File: src/hdl/rgsd_pkg.sv
// ----------------------------------------------------------------------------
// rgsd_pkg: shared types and constants for the rank gather-sum-divide block
// Transaction structs, request codes, sequencer states and default sizes.
// ----------------------------------------------------------------------------
package rgsd_pkg;

  // fixed field widths of the transactions
  localparam int IDX_BITS       = 14;
  localparam int VAL_FIELD_BITS = 64;
  localparam int CNT_BITS       = 16;

  // default sizes of the block
  localparam int RANK_ENTRIES_DEF = 16384;
  localparam int VALUE_BITS_DEF   = 64;

  // request codes; the fourth code is unused and ignored
  typedef enum logic [1:0] {
    REQ_LOAD   = 2'd0,
    REQ_HEADER = 2'd1,
    REQ_EDGE   = 2'd2
  } rgsd_req_e;

  // input transaction
  typedef struct packed {
    logic [1:0]                req_type;
    logic [IDX_BITS-1:0]       entry_index;
    logic [VAL_FIELD_BITS-1:0] rank_value;
    logic [CNT_BITS-1:0]       in_count;
    logic [CNT_BITS-1:0]       out_count;
  } rgsd_in_t;

  // output transaction
  typedef struct packed {
    logic [VAL_FIELD_BITS-1:0] weight;
    logic [IDX_BITS-1:0]       vertex_number;
  } rgsd_out_t;

  // sequencer states
  typedef enum logic [2:0] {
    ST_IDLE,
    ST_ADD,
    ST_START,
    ST_DIV,
    ST_OUT
  } rgsd_state_e;

  // rank store port controls
  typedef struct packed {
    logic we;
    logic re;
  } rgsd_mem_ctl_t;

  // divider status
  typedef struct packed {
    logic busy;
    logic done;
  } rgsd_div_stat_t;

endpackage

File: src/hdl/rgsd_divider.sv
// ----------------------------------------------------------------------------
// rgsd_divider: iterative restoring divider
// One quotient bit per cycle; the dividend register collects the quotient.
// ----------------------------------------------------------------------------
module rgsd_divider #(
  parameter int VALUE_BITS = rgsd_pkg::VALUE_BITS_DEF
) (
  input  logic                          clk_i,
  input  logic                          rst_ni,
  input  logic                          start_i,
  input  logic [VALUE_BITS-1:0]         dividend_i,
  input  logic [rgsd_pkg::CNT_BITS-1:0] divisor_i,
  output logic [VALUE_BITS-1:0]         quotient_o,
  output rgsd_pkg::rgsd_div_stat_t      stat_o
);
  import rgsd_pkg::*;

  localparam int STEP_W = $clog2(VALUE_BITS + 1);

  logic [VALUE_BITS-1:0] dvd_q, dvd_d;
  logic [CNT_BITS-1:0]   rem_q, rem_d;
  logic [CNT_BITS-1:0]   dsr_q, dsr_d;
  logic [STEP_W-1:0]     step_q, step_d;
  logic                  busy_q, busy_d;
  logic                  done_q, done_d;

  logic [CNT_BITS:0]     rem_shift;
  logic [CNT_BITS:0]     rem_sub;
  logic                  fits;

  // one restoring step
  assign rem_shift = {rem_q, dvd_q[VALUE_BITS-1]};
  assign fits      = rem_shift >= {1'b0, dsr_q};
  assign rem_sub   = rem_shift - {1'b0, dsr_q};

  always_comb begin
    dvd_d  = dvd_q;
    rem_d  = rem_q;
    dsr_d  = dsr_q;
    step_d = step_q;
    busy_d = busy_q;
    done_d = 1'b0;
    if (start_i) begin
      dvd_d  = dividend_i;
      rem_d  = '0;
      dsr_d  = divisor_i;
      step_d = STEP_W'(VALUE_BITS);
      busy_d = 1'b1;
    end else if (busy_q) begin
      dvd_d  = {dvd_q[VALUE_BITS-2:0], fits};
      rem_d  = fits ? rem_sub[CNT_BITS-1:0] : rem_shift[CNT_BITS-1:0];
      step_d = step_q - STEP_W'(1);
      if (step_q == STEP_W'(1)) begin
        busy_d = 1'b0;
        done_d = 1'b1;
      end
    end
  end

  // control registers
  always_ff @(posedge clk_i or negedge rst_ni) begin
    if (!rst_ni) begin
      step_q <= '0;
      busy_q <= 1'b0;
      done_q <= 1'b0;
    end else begin
      step_q <= step_d;
      busy_q <= busy_d;
      done_q <= done_d;
    end
  end

  // datapath registers
  always_ff @(posedge clk_i) begin
    dvd_q <= dvd_d;
    rem_q <= rem_d;
    dsr_q <= dsr_d;
  end

  assign quotient_o  = dvd_q;
  assign stat_o.busy = busy_q;
  assign stat_o.done = done_q;

endmodule

File: config.mk
export PLATFORM = sky130hd
export DESIGN_NAME = rgsd_divider
export DESIGN_NICKNAME = d
export VERILOG_FILES = /design/src/hdl/rgsd_pkg.sv /design/src/hdl/rgsd_divider.sv
export SDC_FILE = /design/constraint.sdc
export NUM_CORES = 1
export LEC_CHECK = 0
export ABC_AREA = 1
export BUFFER_PORTS_ARGS = -buffer_cell sky130_fd_sc_hd__buf_2
export CAP_MARGIN = 20
export CORE_MARGIN = 8
export CORE_UTILIZATION = 53
export CTS_CLUSTER_SIZE = 24
export DETAILED_ROUTE_END_ITERATION = 6
export MAX_ROUTING_LAYER = met4
export PLACE_DENSITY = 0.89
export SETUP_SLACK_MARGIN = 0.3
export SYNTH_ARGS = -nofsm -noshare
export SYNTH_HDL_FRONTEND = slang
export SYNTH_SLANG_ARGS = --single-unit
File: constraint.sdc
create_clock -name clk_i -period 3.4 [get_ports clk_i]
set_input_delay 0.17 -clock clk_i [delete_from_list [all_inputs] [get_ports clk_i]]
set_output_delay 0.17 -clock clk_i [all_outputs]
set_load 0.02 [all_outputs]
Yosys cells after proc, flatten, opt, wreduce, memory -nomap -nowiden
Cells that the tools add are included.
{"block": "word_totals", "regBits": 105, "latch_bits": 0, "ram_bits": 0, "romBits": 0, "inputBits": 83, "output_inout_bits": 66, "mem_count": 0}
{"block": "op_classes", "addsub": 2, "n_mul": 0, "div_mod_pow": 0, "order_cmp": 1, "eq_ne": 1, "shift": 0, "n_mux": 11, "n_bitwise": 0, "n_reduce_logical": 1}
{"cell": "$mux W64", "n": 2}
{"cell": "$ge A17 B16 Y1", "n": 1}
{"cell": "$mux W16", "n": 1}
{"cell": "$sub A16 B16 Y16", "n": 1}
{"cell": "$mux W7", "n": 2}
{"cell": "$eq A7 B1 Y1 const B", "n": 1}
{"cell": "$sub A7 B1 Y7 const B", "n": 1}
{"cell": "$mux W1", "n": 6}
{"cell": "$reduce_bool A2 Y1", "n": 1}

Depth between registers and ports, before layout
{"block": "logic_depth", "depth_word": 4, "ltp_mapped": 14, "depth_no_buf": 14}

Worst setup path before layout
No wires, ideal clock.
{"block": "synth_path", "path_type": "flip-flop to flip-flop", "startpoint": "register busy_q", "endpoint": "register dvd_q[0] (netlist: quotient_o[0]), enable pin", "setup_time_ns": 0.781, "arrival_ns": 1.837, "required_time_ns": 2.619, "path_slack_ns": 0.782, "stages_incl_launch_ff": 3, "synth_period_minus_slack_ns": 2.618, "cell_sequence": "dfrtp_1 nor2_1 clkinv_1"}
{"block": "synth_between", "elab_chain_cells": 1}
{"item": "start, declared", "line_no": "rgsd_divider.sv:24", "text": "logic busy_q, busy_d;"}
{"item": "start signal, assigned", "line_no": "rgsd_divider.sv:68", "text": "busy_q <= busy_d;"}
{"item": "$reduce_bool A2 Y1 (no source line)"}
{"item": "end signal, assigned", "line_no": "rgsd_divider.sv:75", "text": "dvd_q <= dvd_d;"}
{"item": "end, declared", "line_no": "rgsd_divider.sv:20", "text": "logic [VALUE_BITS-1:0] dvd_q, dvd_d;"}
Every way passes these cells.
A chain may end at the register's enable or synchronous reset.

Worst setup path after layout
{"block": "layout_path", "startpoint": "register rem_q[13]", "endpoint": "register rem_q[1]"}
{"block": "layout_between", "elab_chain_cells": 2}
{"item": "start, declared", "line_no": "rgsd_divider.sv:21", "text": "logic [CNT_BITS-1:0] rem_q, rem_d;"}
{"item": "start signal, assigned", "line_no": "rgsd_divider.sv:76", "text": "rem_q <= rem_d;"}
{"item": "$ge A17 B16 Y1", "line_no": "rgsd_divider.sv:33", "text": "assign fits = rem_shift >= {1'b0, dsr_q};"}
{"item": "$mux W16", "line_no": "rgsd_divider.sv:51", "text": "rem_d = fits ? rem_sub[CNT_BITS-1:0] : rem_shift[CNT_BITS-1:0];"}
Every way passes these cells.

==> out/results.txt <==
I/O Buffers = 148
RSZ-0062 raised after global routing = false
Final Cell Area = 6720 µm²
f_max = 460 MHz
vias post-DR = 4779
Worst Path Class, Setup = reg -> reg
power density over the cells = 591 nW/µm²
Slowest-stage cell, CP = ha_1
final setup margin = 1.22 ns
vias per inst = 4.95
Critical Path AT = 2.46 ns
Critical path buffers and inverters = 0
Sequential Power Share = 0.431
CTS Root Cell = clkbuf_8
row cnt = 37
H-tree levels = 3
setup TNS = 0 ns
hold_buf cts = 17
Total Wirelength = 13900 µm
DRT iter0 DRCs = 274
critical path launch point type = flip-flop
crit-path max cell delay = 0.41 ns
Core Region = 10200 µm²
power share of the clock group = 0.200
Antenna Nets Post-Route = 0
Slew @ Worst Pin = 0.732 ns
Final nets = 925
Worst Setup End Kind = flip-flop
Switching Fraction = 0.392
Reg clk slew, reported paths = 0.12 ns
Yosys warnings = 0
dpl cell area = 6330 µm²
total internal power = 2.41 mW
Final min period = 2.18 ns
Layout area overhead = 22.8%
critical-path maximum fanout = 18
CTS tree = done
Slew headroom = 0.511
Pleak = 3.59 nW
initial antenna violation count = 2
CTS max path bufs = 2
Tot GR Track Use = 0.208
crit-path most repeated cell = nand2_1
Sink Count = 105
Initial Util = 0.537
CTS resizes = 0
drt first pass iters = 7
Final Wtd Congestion = 0.930
Netlist cell types = 35
Syn Nets = 764
max_cap viols = 0
GRT Residual Overflow = 0
dpl ws = 1.22 ns
Avg WL per Cell = 14.4 µm
Max VDD drop = 0.313 mV
post-DP HPWL = 10500 µm
mean area per synthesized cell = 8.27 µm²
drc violations = 0
Setup Buffers After CTS = 0
status = finished clean
die area = 13800 µm²
DIE HEIGHT = 118 µm
Net Sw Power = 1.56 mW
Pins Over Slew Limit = 0
TritonCTS buffer count = 9
final hold violation count = 0
Top-Level Pins = 149
Final period util = 0.640
combinational share of power = 0.369
Syn Std Cell Area = 5470 µm²
Critical Path RT = 3.69 ns
later-pin clock latency in the skew report = 0.38 ns
Util after Layout = 0.660
cell count after synthesis = 662
#FFs+latches synth = 105
sequential cell area fraction in the yosys report = 0.539
CP cell instances = ha_1, a21oi_2, o21a_1, nand2_1, nor2_4, nand2_4, nand2_1, nand3_1, o21ai_0
clock skew = 0.0176 ns
die span in x = 118 µm
cell family with most CP delay = simple AND/OR/NAND/NOR gates
pin count of the biggest net entering global routing = 48
worst hold slack = 0.0498 ns
Fillers = 849
hold crit path type = in -> reg
first-pass GRT wire length = 22900 µm
ratio of cells with drive above 1 in the final layout = 0.223
number of global-route vias before repair = 4876
Final setup viols = 0
## cells in the final DEF, fill, tap and decap left out, types with 3 or more instances in the layout
cell type,netlist,layout
dfrtp_1,9,9
inv_8,0,3
inv_2,2,3
buf_4,4,4
a21oi_1,11,11
clkbuf_8,0,9
edfxtp_1,80,80
nand3_1,40,40
inv_1,76,76
nor3_1,4,4
dfxtp_1,16,16
xnor2_1,4,4
o21ai_0,12,12
ha_1,18,18
buf_2,1,148
nand4_1,5,5
nand3_2,3,3
nor2_1,24,24
dlygate4sd3_1,0,17
nand3b_1,7,7
nand2_1,311,311
## flip-flops by register name, summed over array words and instances (netlist names)
name and flops:
done_q 1, step_q 7, busy_q 1, quotient_o 64, rem_q 16, dsr_q 16
## per-stage QoR
step	total power [mW]	instances
global route	4.25	966
detailed placement	3.17	930
floorplan	2.80	662
global placement	3.15	930
finish	3.97	966
CTS	3.98	963
## final timing paths
kind / start / to / slack [ns] / cells past startpoint
hold / removal: dividend_i[29] / quotient_o[29]$_DFFE_PP_ / 0.05 / 3
setup reg to reg: rem_q[13]$_SDFFE_PP0P_ / rem_q[1]$_SDFFE_PP0P_ / 1.22 / 9
hold reg to reg: rem_q[8]$_SDFFE_PP0P_ / rem_q[8]$_SDFFE_PP0P_ / 0.49 / 2
setup / recovery: rem_q[13]$_SDFFE_PP0P_ / rem_q[1]$_SDFFE_PP0P_ / 1.22 / 9
max in group asynchronous: rst_ni / step_q[0]$_DFFE_PN0P_ / 3.03 / 2
min in group asynchronous: rst_ni / step_q[4]$_DFFE_PN0P_ / 0.18 / 2
## cell families after synthesis
family                     count (synthesis)  share of synthesized area
adders and majority gates                 19                     0.0448
DFF                                      105                      0.539
buffers and inverters                    100                     0.0736
AOI/OAI and AO/OA                         31                     0.0318
xor gates and xnor gates                   6                    0.00960
and+or+nand+nor                          401                      0.302
## synthesized netlist by cell type
cell	count	area [µm²]
nor2_4	1	11.3
xnor2_1	4	35.0
nand2_1	311	1170
inv_2	2	7.51
o21a_1	1	7.51
nand4_1	5	31.3
nor4_1	1	6.26
o21ai_1	1	5.00
o22ai_1	1	6.26
o21bai_1	1	7.51
nand2_2	1	6.26
nand3_2	3	30.0
dfxtp_1	16	320
a31oi_1	1	6.26
nor3_1	4	20.0
fa_1	1	20.0
nor2_2	2	12.5
nand3b_1	7	52.6
nor2_1	24	90.1
dfrtp_1	9	225
a21oi_2	2	17.5
clkinv_1	1	3.75
buf_4	4	30.0
nand2_4	2	22.5
buf_2	1	5.00
edfxtp_1	80	2400
clkbuf_1	15	56.3
inv_1	76	285
a21oi_1	11	55.1
o21ai_2	1	8.76
nand3_1	40	200
buf_8	1	15.0
ha_1	18	225
xor2_1	2	17.5
o21ai_0	12	60.1
## final cells by class
cell class / instances / area (µm²) / area share
multi-input combinational: 457 / 2120 / 0.316
timing repair buffer: 171 / 972 / 0.145
inverter: 79 / 297 / 0.0441
tap: 136 / 170 / 0.0253
clock buffer: 9 / 124 / 0.0184
antenna: 2 / 5.00 / 0.000745
clock inverter: 7 / 82.6 / 0.0123
sequential: 105 / 2950 / 0.439
## routing by layer
metal,GRT usage,share of wire,up-vias
met5,-,0,-
met4,0.0440,0.0087,0
met3,0.0532,0.083,10
met2,0.346,0.48,182
met1,0.249,0.43,2169
li1,-,-,2418
## power groups by stage
stage	combinational [mW]	clock (mW)	sequential [mW]
floorplan	0.977	0	1.82
global placement	1.41	0	1.74
finish	1.47	0.793	1.71
detailed placement	1.44	0	1.74
global route	1.67	0.845	1.74
CTS	1.46	0.806	1.71
## worst reg2reg max path, stage by stage, from the launching register on
cell and delay [ns]:
dfxtp_1 0.35, ha_1 0.41, a21oi_2 0.19, o21a_1 0.15, nand2_1 0.10, nor2_4 0.38
nand2_4 0.23, nand2_1 0.12, nand3_1 0.06, o21ai_0 0.10
Note: power is estimated with default switching activity, not from simulation.
